--- src/hw/rtl/frt_pkg.sv ---
// shared codes and types for the fragment reassembly tracker
package frt_pkg;

  localparam logic [1:0] ACT_ACCEPT = 2'd0;
  localparam logic [1:0] ACT_PRUNE  = 2'd1;
  localparam logic [1:0] ACT_CHECK  = 2'd2;
  localparam logic [1:0] ACT_UNUSED = 2'd3;

  localparam logic [1:0] STS_REJECTED   = 2'd0;
  localparam logic [1:0] STS_INCOMPLETE = 2'd1;
  localparam logic [1:0] STS_COMPLETED  = 2'd2;
  localparam logic [1:0] STS_NO_SLOT    = 2'd3;

  localparam logic [63:0] BUDGET_RESET = 64'd600;
  localparam logic [3:0]  ADDR_BUDGET  = 4'd0;

  typedef enum logic [1:0] {
    ST_IDLE,
    ST_SCAN,
    ST_FINISH,
    ST_OUT
  } state_t;

  typedef struct packed {
    logic in_stall;
    logic out_valid;
    logic rd_en;
  } ctrl_t;

endpackage

--- src/hw/rtl/fragment_reassembly_tracker.sv ---
// fragment reassembly tracker: slot table in one memory, swept one slot per cycle
//
//  channel | direction | handshake           | payload
//  in_     | input     | in_valid / in_stall | action, ids, index, count, now_tick
//  out_    | output    | out_valid/out_stall | status, slot, msg id, drops, consistent
//  cfg     | apb       | psel/penable/pready | budget_ticks at byte address 0
//
// accepted beat to result beat: one memory read per slot, a drain of the last read,
// the close of the sweep and the table update
// a bad fragment or unused action skips the sweep: no slot is read for it
// the next input beat can be taken in the cycle after the result beat leaves
// reset clears all slot valid bits and the drop count at once, no clearing pass
// in_stall is high from acceptance until the result beat leaves
module fragment_reassembly_tracker #(
  parameter int SLOTS     = 16,
  parameter int MAX_PARTS = 64
) (
  input  logic        clk,
  input  logic        rst_n,
  input  logic        in_valid,
  output logic        in_stall,
  input  logic [1:0]  in_action,
  input  logic [15:0] in_conn_id,
  input  logic [15:0] in_msg_id,
  input  logic [15:0] in_frag_index,
  input  logic [15:0] in_frag_count,
  input  logic [63:0] in_now_tick,
  output logic        out_valid,
  input  logic        out_stall,
  output logic [1:0]  out_status,
  output logic [3:0]  out_slot_used,
  output logic [15:0] out_done_msg_id,
  output logic [4:0]  out_dropped_now,
  output logic [63:0] out_dropped_total,
  output logic        out_consistent,
  input  logic        psel,
  input  logic        penable,
  input  logic        pwrite,
  input  logic [3:0]  paddr,
  input  logic [63:0] pwdata,
  output logic [63:0] prdata,
  output logic        pready
);

  localparam int SW   = (SLOTS > 1) ? $clog2(SLOTS) : 1;
  localparam int CNTW = $clog2(SLOTS + 1);
  localparam int CW   = $clog2(MAX_PARTS + 1);

  typedef struct packed {
    logic [31:0]          key;
    logic [CW-1:0]        total;
    logic [63:0]          start;
    logic [MAX_PARTS-1:0] seen;
    logic [CW-1:0]        have;
  } entry_t;

  entry_t mem [SLOTS];

  frt_pkg::state_t state_r, state_nxt;
  frt_pkg::ctrl_t  ctrl;

  logic [63:0]      budget_r;
  logic [SLOTS-1:0] valid_r;
  logic [63:0]      drop_cnt_r;

  logic [1:0]  act_r;
  logic [31:0] key_r;
  logic [15:0] msg_r, idx_r, cnt_in_r;
  logic [63:0] now_r;
  logic        skip_r;

  logic [CNTW-1:0] cnt_r;
  logic            q_r;
  logic [SW-1:0]   q_addr_r;
  entry_t          rd_data_r;

  logic          hit_r, free_r;
  logic [SW-1:0] hit_slot_r, free_slot_r;
  entry_t        hit_ent_r;
  logic [4:0]    dropped_r;
  logic          cons_r;

  logic [1:0]  status_r;
  logic [3:0]  slot_used_r;
  logic [15:0] done_r;
  logic        out_cons_r;
  logic [4:0]  out_drop_r;

  logic scan_done, q_valid_slot, q_expired, bad_frag;
  logic [63:0] age;

  // finish stage
  entry_t               base, upd;
  logic [MAX_PARTS-1:0] bitm;
  logic                 new_bit, complete;
  logic [SW-1:0]        tgt;

  logic [1:0]  status_nxt;
  logic [3:0]  slot_nxt;
  logic [15:0] done_nxt;
  logic [4:0]  drop_nxt;
  logic        cons_nxt;
  logic        wr_en;
  logic        conflict;

  assign pready = 1'b1;
  assign prdata = (paddr == frt_pkg::ADDR_BUDGET) ? budget_r : 64'd0;

  assign bad_frag = (in_frag_count == 16'd0) || (in_frag_index >= in_frag_count) ||
                    (32'(in_frag_count) > 32'(MAX_PARTS));

  assign scan_done    = (cnt_r == CNTW'(SLOTS)) && !q_r;
  assign q_valid_slot = valid_r[q_addr_r];
  assign age          = now_r - rd_data_r.start;
  assign q_expired    = (now_r >= rd_data_r.start) && (age > budget_r);

  // next state
  always_comb begin
    state_nxt = state_r;
    unique case (state_r)
      frt_pkg::ST_IDLE:   if (in_valid) state_nxt = frt_pkg::ST_SCAN;
      frt_pkg::ST_SCAN:   if (skip_r || scan_done) state_nxt = frt_pkg::ST_FINISH;
      frt_pkg::ST_FINISH: state_nxt = frt_pkg::ST_OUT;
      frt_pkg::ST_OUT:    if (!out_stall) state_nxt = frt_pkg::ST_IDLE;
      default:            state_nxt = frt_pkg::ST_IDLE;
    endcase
  end

  // control outputs
  always_comb begin
    ctrl = '0;
    unique case (state_r)
      frt_pkg::ST_IDLE:   ctrl.in_stall = 1'b0;
      frt_pkg::ST_SCAN: begin
        ctrl.in_stall = 1'b1;
        ctrl.rd_en    = !skip_r && (cnt_r != CNTW'(SLOTS));
      end
      frt_pkg::ST_FINISH: ctrl.in_stall = 1'b1;
      frt_pkg::ST_OUT: begin
        ctrl.in_stall  = 1'b1;
        ctrl.out_valid = 1'b1;
      end
      default:            ctrl.in_stall = 1'b1;
    endcase
  end

  assign in_stall = ctrl.in_stall;
  assign out_valid = ctrl.out_valid;

  // fragment update
  always_comb begin
    base = '0;
    base.key   = key_r;
    base.total = CW'(cnt_in_r);
    base.start = now_r;
    if (hit_r) base = hit_ent_r;
    bitm    = MAX_PARTS'(1) << idx_r;
    new_bit = (base.seen & bitm) == '0;
    upd      = base;
    upd.seen = base.seen | bitm;
    upd.have = base.have + CW'(new_bit);
    complete = (upd.have == upd.total);
    tgt      = hit_r ? hit_slot_r : free_slot_r;
  end

  // result of the finished sweep
  always_comb begin
    conflict   = hit_r && (16'(hit_ent_r.total) != cnt_in_r);
    status_nxt = frt_pkg::STS_REJECTED;
    slot_nxt   = '0;
    done_nxt   = '0;
    drop_nxt   = '0;
    cons_nxt   = 1'b0;
    wr_en      = 1'b0;
    if (!skip_r) begin
      unique case (act_r)
        frt_pkg::ACT_ACCEPT: begin
          if (!conflict) begin
            if (!hit_r && !free_r) begin
              status_nxt = frt_pkg::STS_NO_SLOT;
            end else begin
              wr_en    = 1'b1;
              slot_nxt = 4'(tgt);
              if (complete) begin
                status_nxt = frt_pkg::STS_COMPLETED;
                done_nxt   = msg_r;
              end else begin
                status_nxt = frt_pkg::STS_INCOMPLETE;
              end
            end
          end
        end
        frt_pkg::ACT_PRUNE: drop_nxt = dropped_r;
        frt_pkg::ACT_CHECK: cons_nxt = cons_r;
        default: ;
      endcase
    end
  end

  always_ff @(posedge clk) begin
    if (ctrl.rd_en) rd_data_r <= mem[cnt_r[SW-1:0]];
    if (state_r == frt_pkg::ST_FINISH && wr_en) begin
      mem[tgt] <= upd;
    end
  end

  always_ff @(posedge clk) begin
    if (!rst_n) begin
      state_r    <= frt_pkg::ST_IDLE;
      budget_r   <= frt_pkg::BUDGET_RESET;
      valid_r    <= '0;
      drop_cnt_r <= '0;
      q_r        <= 1'b0;
      cnt_r      <= '0;
    end else begin
      state_r <= state_nxt;
      if (psel && penable && pwrite && paddr == frt_pkg::ADDR_BUDGET) budget_r <= pwdata;

      q_r      <= ctrl.rd_en;
      q_addr_r <= cnt_r[SW-1:0];
      if (ctrl.rd_en) cnt_r <= cnt_r + CNTW'(1);

      if (state_r == frt_pkg::ST_IDLE && in_valid) begin
        act_r    <= in_action;
        key_r    <= {in_conn_id, in_msg_id};
        msg_r    <= in_msg_id;
        idx_r    <= in_frag_index;
        cnt_in_r <= in_frag_count;
        now_r    <= in_now_tick;
        skip_r   <= (in_action == frt_pkg::ACT_ACCEPT) ? bad_frag :
                    !(in_action == frt_pkg::ACT_PRUNE || in_action == frt_pkg::ACT_CHECK);
        cnt_r    <= '0;
        hit_r    <= 1'b0;
        free_r   <= 1'b0;
        dropped_r <= '0;
        cons_r   <= 1'b1;
      end

      // one slot examined per cycle as its entry returns from memory
      if (q_r) begin
        unique case (act_r)
          frt_pkg::ACT_ACCEPT: begin
            if (q_valid_slot && !hit_r && rd_data_r.key == key_r) begin
              hit_r      <= 1'b1;
              hit_slot_r <= q_addr_r;
              hit_ent_r  <= rd_data_r;
            end
            if (!q_valid_slot && !free_r) begin
              free_r      <= 1'b1;
              free_slot_r <= q_addr_r;
            end
          end
          frt_pkg::ACT_PRUNE: begin
            if (q_valid_slot && q_expired) begin
              valid_r[q_addr_r] <= 1'b0;
              if (dropped_r != 5'd31) dropped_r <= dropped_r + 5'd1;
              drop_cnt_r <= drop_cnt_r + 64'd1;
            end
          end
          frt_pkg::ACT_CHECK: begin
            if (q_valid_slot && q_expired) cons_r <= 1'b0;
          end
          default: ;
        endcase
      end

      if (state_r == frt_pkg::ST_FINISH) begin
        status_r    <= status_nxt;
        slot_used_r <= slot_nxt;
        done_r      <= done_nxt;
        out_drop_r  <= drop_nxt;
        out_cons_r  <= cons_nxt;
        if (wr_en) valid_r[tgt] <= !complete;
      end
    end
  end

  assign out_status        = status_r;
  assign out_slot_used     = slot_used_r;
  assign out_done_msg_id   = done_r;
  assign out_dropped_now   = out_drop_r;
  assign out_dropped_total = drop_cnt_r;
  assign out_consistent    = out_cons_r;

  a_read_only_in_scan: assert property (@(posedge clk) disable iff (!rst_n)
    ctrl.rd_en |-> state_r == frt_pkg::ST_SCAN)
    else $error("memory read outside sweep");

  a_stall_while_busy: assert property (@(posedge clk) disable iff (!rst_n)
    state_r != frt_pkg::ST_IDLE |-> in_stall)
    else $error("input open while busy");

  a_complete_frees: assert property (@(posedge clk) disable iff (!rst_n)
    (state_r == frt_pkg::ST_OUT && out_status == frt_pkg::STS_COMPLETED)
      |-> !valid_r[out_slot_used[SW-1:0]] || SLOTS > 16)
    else $error("completed slot still valid");

  a_scan_finishes: assert property (@(posedge clk) disable iff (!rst_n)
    (state_r == frt_pkg::ST_FINISH) |-> !q_r)
    else $error("sweep read still pending at finish");

endmodule

--- config.mk ---
export PLATFORM = sky130hd
export DESIGN_NAME = fragment_reassembly_tracker
export DESIGN_NICKNAME = d
export VERILOG_FILES = /design/src/hw/rtl/frt_pkg.sv /design/src/hw/rtl/fragment_reassembly_tracker.sv
export SDC_FILE = /design/constraint.sdc
export NUM_CORES = 2
export LEC_CHECK = 0
export BUFFER_PORTS_ARGS = -buffer_cell sky130_fd_sc_hd__buf_2
export CAP_MARGIN = 20
export CELL_PAD_IN_SITES_DETAIL_PLACEMENT = 1
export CELL_PAD_IN_SITES_GLOBAL_PLACEMENT = 1
export CORE_ASPECT_RATIO = 1.75
export CORE_MARGIN = 2
export CORE_UTILIZATION = 59
export CTS_CLUSTER_DIAMETER = 100
export DETAILED_ROUTE_END_ITERATION = 8
export PLACE_DENSITY_LB_ADDON = 0.05
export SETUP_SLACK_MARGIN = 0.02
export SYNTH_ARGS = -nofsm -noshare
export SYNTH_HDL_FRONTEND = slang
export SYNTH_SLANG_ARGS = --single-unit
--- constraint.sdc ---
create_clock -name clk -period 19.8 [get_ports clk]
set_input_delay 0.99 -clock clk [delete_from_list [all_inputs] [get_ports clk]]
set_output_delay 0.99 -clock clk [all_outputs]
set_load 0.02 [all_outputs]
[After elaboration in Yosys (flattened, before gate mapping)]
Memories as Yosys holds them, arrays and structs flattened. A register that Yosys moved wholly into a read port is not among the register bits.
Index checks and enable logic that the tools add are counted.
Storage, ports and cells
  output and inout bits: 159
  input bits: 205
  flip-flop bits (word level): 521
  bits in writable memories: 2784
  word-level logic and storage cells: 165
  memories kept: 1
Memories
  mem: words 16, bits a word 174, rd ports 1, clocked after memory_dff 1, wr ports 1, line fragment_reassembly_tracker.sv:57  | entry_t mem [SLOTS];
Cells by class
  equality and inequality tests: 16
  bitwise logic cells: 9
  $add $sub $neg: 5
  magnitude comparators: 8
  shift-type cells: 1
  reductions and logical operators: 46
  muxes and demuxes: 49
Operators with widths (count)
  174-bit two-way mux: 1
  16-bit two-way mux: 6
  64-bit by 1-bit adder with 64-bit output (second input constant): 1
  64-bit AND: 1
  64-bit >= comparator: 1
  64-bit > comparator: 1
  64-bit logical NOT: 1
  64-bit two-way mux: 1
  64-bit bitwise OR: 1
  1-bit by 16-bit left shift with 64-bit output (first input constant): 1
  64-bit subtractor: 1
  32-bit == test: 1
  5-bit two-way mux: 5
  1-bit two-way mux: 24
  16-bit AND: 1
  16-bit bitwise mux: 1
  16-bit >= comparator: 1
  16-bit by 7-bit > comparator with 1-bit output (second input constant): 1
  1-bit logical AND: 16
  16-bit logical NOT: 1
  7-bit by 16-bit != test with 1-bit output: 1
  16-bit inverter: 1
  5-bit by 1-bit adder with 5-bit output (second input constant): 2
  4-bit by 5-bit < comparator with 1-bit output (second input constant): 2
  other kinds (26): 61

[Logic depth before layout (Yosys ltp)]
  word-level depth: 13
  gate-level depth with buffers: 27

[Worst setup path after synthesis]
Ideal clock, no wire load.
  path type: input to register
  start: in rst_n
  end: reg hit_ent_r[0] in the netlist's numbering, enable pin
  slack: 10.065 ns
  arrival: 9.017 ns
  buffers on the path: 3
  required time: 19.081 ns
  cell stages on the path: 5
  cells stage by stage: inv_1 -> clkbuf_1 -> clkbuf_1 -> buf_1 -> nor2_1
Between the ends
  word-level cells in the longest chain between the ends: 1
RTL lines
  start, declared: line fragment_reassembly_tracker.sv:19  | input logic rst_n,
  4-bit AND reduction (no source line)
  end signal, assigned: line fragment_reassembly_tracker.sv:246  | hit_ent_r <= rd_data_r;
  end, declared: line fragment_reassembly_tracker.sv:79  | entry_t hit_ent_r;
No other way between the ends.
A chain may end at the register's enable or synchronous reset.

[Final worst setup path]
  start: reg now_r[16]
  end: reg drop_cnt_r[11], in the netlist out_dropped_total[11]
Between the ends
  word-level cells in the longest chain between the ends: 5
  elaborated cells between the ends (all ways): 6
  classes of those cells: 1 x add/sub; 2 x order compare; 3 x reduce/logical
RTL lines
  start, declared: line fragment_reassembly_tracker.sv:69  | logic [63:0] now_r;
  start signal, assigned: line fragment_reassembly_tracker.sv:229  | now_r <= in_now_tick;
  64-bit subtractor: line fragment_reassembly_tracker.sv:114  | assign age = now_r - rd_data_r.start;
  64-bit > comparator: line fragment_reassembly_tracker.sv:115  | assign q_expired = (now_r >= rd_data_r.start) && (age > budget_r);
  1-bit logical AND (*): line fragment_reassembly_tracker.sv:115
  1-bit logical AND (*): line fragment_reassembly_tracker.sv:254  | if (q_valid_slot && q_expired) begin
  3-bit AND reduction (no source line) (*)
  end signal, assigned: line fragment_reassembly_tracker.sv:257  | drop_cnt_r <= drop_cnt_r + 64'd1;
  end, declared: line fragment_reassembly_tracker.sv:64  | logic [63:0] drop_cnt_r;
Every way passes the cells marked *; elsewhere a longest branch is shown, timed or not.

==> summary.md <==
| Metric | Value |
|---|---|
| Worst Clk Skew | `0.0468 ns` |
| Later-pin clock latency in the skew report | `0.87 ns` |
| Syn_area_per_cell | `20.6 um2` |
| Cell type with the largest total area after synthesis | `edfxtp_1` |
| Clock-pin slew on the worst setup and hold paths | `0.07 ns` |
| Relative slew margins | `24.9%` |
| Final net count | `7485` |
| Final Max Tran Viols | `0` |
| Tmin final | `around 8.3 ns` |
| Fill cell count | `18.5k` |
| Multi-input logic area | `32400 um2` |
| Synth Instances | `6631` |
| Final GP Congestion | `0.896` |
| YS warnings | `0` |
| Cell variety after synth | `between 80 and 90` |
| Max-cap violations | `0` |
| Slowest-stage cell, CP | `a211oi_1` |
| Final setup fails | `0` |
| LEAKAGE | `48.3 nW` |
| Register area | `between 100000 and 150000 um2` |
| Cts hold-fix bufs | `0` |
| Root Driver | `clkbuf_16` |
| TritonCTS buffer count | `307` |
| Tot GR Track Use | `30.9%` |
| Fin. Hold Viols | `0` |
| Synth async-reset ratio | `0%` |
| Slew @ Worst Pin | `between 1 and 1.5 ns` |
| Clock sink total | `3463` |
| RSZ-0062 raised after global routing | `false` |
| Die W | `368 um` |
| Syn-to-layout area delta | `11.5%` |
| R2R depth | `22` |
| Port-buffer cells | `about 360` |
| Ports | `364` |
| Buf/Inv on CP | `1` |
| Share of cells above drive strength 1 | `26.5%` |
| Worst-path cell chain | `ha_1 -> nand4_1 -> nor3_1 -> nand3_1 -> nor4_1 -> o2111ai_1 -> a211oi_1 -> o21ai_0 -> a21oi_1 -> a21oi_1 -> xnor2_1 -> ha_1 -> and4_1 -> nand3_1 -> nor4_1 -> nand2_1 -> o21bai_1 -> a41oi_1 -> buf_4 -> nand4_1 -> or4b_1 -> a21oi_1` |
| Req. time, crit path | `20.57 ns` |
| Vias | `around 69k` |
| FP Rows | `233` |
| Post-synth EDFFs | `3311` |
| List of most frequent post-synthesis cells | `edfxtp_1, mux4_2, nand2_1` |
| Worst path max stage delay | `0.90 ns` |
| Initial core utilization | `between 50% and 60%` |
| Status | `finished, final reports clean` |
| Most numerous cell in the Yosys netlist | `edfxtp_1` |
| Core ar. | `230000 um2` |
| Worst Path Class, Setup | `reg -> reg` |
| RR Startpoint | `now_r[16]` |
| Crit path top cell by count | `a21oi_1` |
| Peak VDD IR | `~0.086 mV` |
| Share of the synthesized area in the top cell type | `72.7%` |
| Antenna violations before repair | `18` |
| Largest net degree at the start of global routing | `118` |
| Vias per std cell | `6.64` |
| Crit path DAT | `between 9 and 10 ns` |
| Fmax | `approximately 120 MHz` |
| Total grt overflow | `0` |
| Cts repair resizes | `0` |
| DIE HEIGHT | `641 um` |
| Residual DRC | `0` |
| Stages on worst setup path | `22` |
| Clock Tree Buf Depth | `4` |
| Pwr dens | `108 nW/um2` |
| Vias in the first global route | `73.9k` |
| R2r setup slk | `11.51 ns` |
| CTS tree | `yes` |
| Detail Placement HPWL | `204000 um` |
| Post-DRT Antenna Nets | `0` |
| Crit share post-route | `approximately two fifths` |
| Postcts setup bufs | `0` |
| Startpoint Class | `flip-flop` |
| Seq/Total Area, Yosys | `between 70% and 80%` |
| Placed Cells | `9866` |
| HP Start | `in_now_tick[24]` |
| Drt initial violations | `slightly above 7k` |
| Worst setup EP type | `flip-flop` |
| CP startpoint | `now_r[16]` |
| H-tree levels | `5` |
| Yosys reg bits | `3463` |
| Global-route wire length before repair | `523000 um` |
| Net Count, Synth | `roughly 7k` |
| Count of non-filler cells in the finished layout | `10.4k` |
| HP Class | `in -> reg` |
| Mapped Area | `137000 um2` |
| Top cells by area, synth | `edfxtp_1, mux4_2, dfxtp_1` |
| Worst Path Max Fanout | `16` |
| Final wirelength | `360000 um` |
| WL/cell | `34.5 um` |
| CP top delay family | `simple AND/OR/NAND/NOR gates` |
| Full die area | `between 200000 and 250000 um2` |
| Setup TNS | `0 ns` |
| Hold path depth | `1` |
| Most common flop cell mapped by yosys | `edfxtp_1` |
| First-pass iteration count of the detailed router | `5` |
-- layout make-up --
type	count	area share (%)
flip-flops and latches	3463	67.2
multi-input cells	2663	21.2
clock buffers	378	5.35
well taps	3055	2.51
repair buffers	488	1.92
clock inverters	167	1.16
inverters	199	0.570
diodes	8	0.0131
-- power breakdown --
group	switching, mW	total, mW	leakage [nW]	internal [mW]
Sequential	0.0911	8.43	31.2	8.34
Clock	2.65	6.05	4.84	3.41
Combinational	1.15	1.95	12.2	0.792
Total	3.89	16.4	48.3	12.5
-- per-layer routing --
layer,vias to the layer above,share of wire (%),global-route usage (%)
met2,3148,52,53.0
met3,656,6.8,4.32
li1,28300,-,-
met5,-,0.025,0
met1,37000,38,41.2
met4,14,3.5,10.2
-- per-stage QoR --
stage | cell area, um2 | setup slack (ns) | power, mW | util, % | hold slack, ns
after global routing | 152000 | 11.06 | 16.9 | 66.2 | 0.261
final | 152000 | 11.51 | 16.4 | 66.2 | 0.294
after CTS | 152000 | 11.41 | 16.5 | 66.1 | 0.231
after detailed placement | 142000 | 11.45 | 10.5 | 61.8 | 0.406
after global placement | 142000 | 11.61 | 10.5 | 61.8 | 0.401
after floorplan | 137000 | 10.06 | 9.91 | - | 0.400
-- cell families after synthesis --
| family | synth area share (%) |
|---|---|
| mux | 15.3 |
| simple gates | 3.04 |
| buf+inv | 1.42 |
| compound gates | 3.01 |
| fa+ha+maj | 1.45 |
| xor+xnor | 0.769 |
| flops | 75.0 |
| other cells | 0.00274 |
-- cell usage in the layout, fill, tap and decap left out, drive strengths merged, types with 104 or more instances in the layout --
| cell type | synthesis | layout |
|---|---|---|
| edfxtp | 3311 | 3311 |
| mux4 | 875 | 875 |
| buf | 82 | 488 |
| clkbuf | 224 | 378 |
| nand2 | 269 | 269 |
| inv | 199 | 215 |
| a21oi | 160 | 160 |
| ha | 157 | 157 |
| dfxtp | 152 | 152 |
| nor2 | 107 | 107 |
| clkinv | 0 | 104 |
-- final timing paths --
check                                              to
worst max register to register  out_dropped_total[11]
worst min register to register           hit_ent_r[3]
worst min-delay path                        now_r[24]
worst max-delay path            out_dropped_total[11]
-- state kept, by name, indices dropped and copies added (netlist names), 16 cells and up --
| signal | flops |
|---|---|
| rd_data_r | 174 |
| hit_ent_r | 174 |
| budget_r | 64 |
| out_dropped_total | 64 |
| mem | 2784 |
| cnt_in_r | 16 |
| idx_r | 16 |
| key_r | 32 |
| valid_r | 16 |
| now_r | 64 |
| out_done_msg_id | 16 |
(Power assumes the default switching activity.)
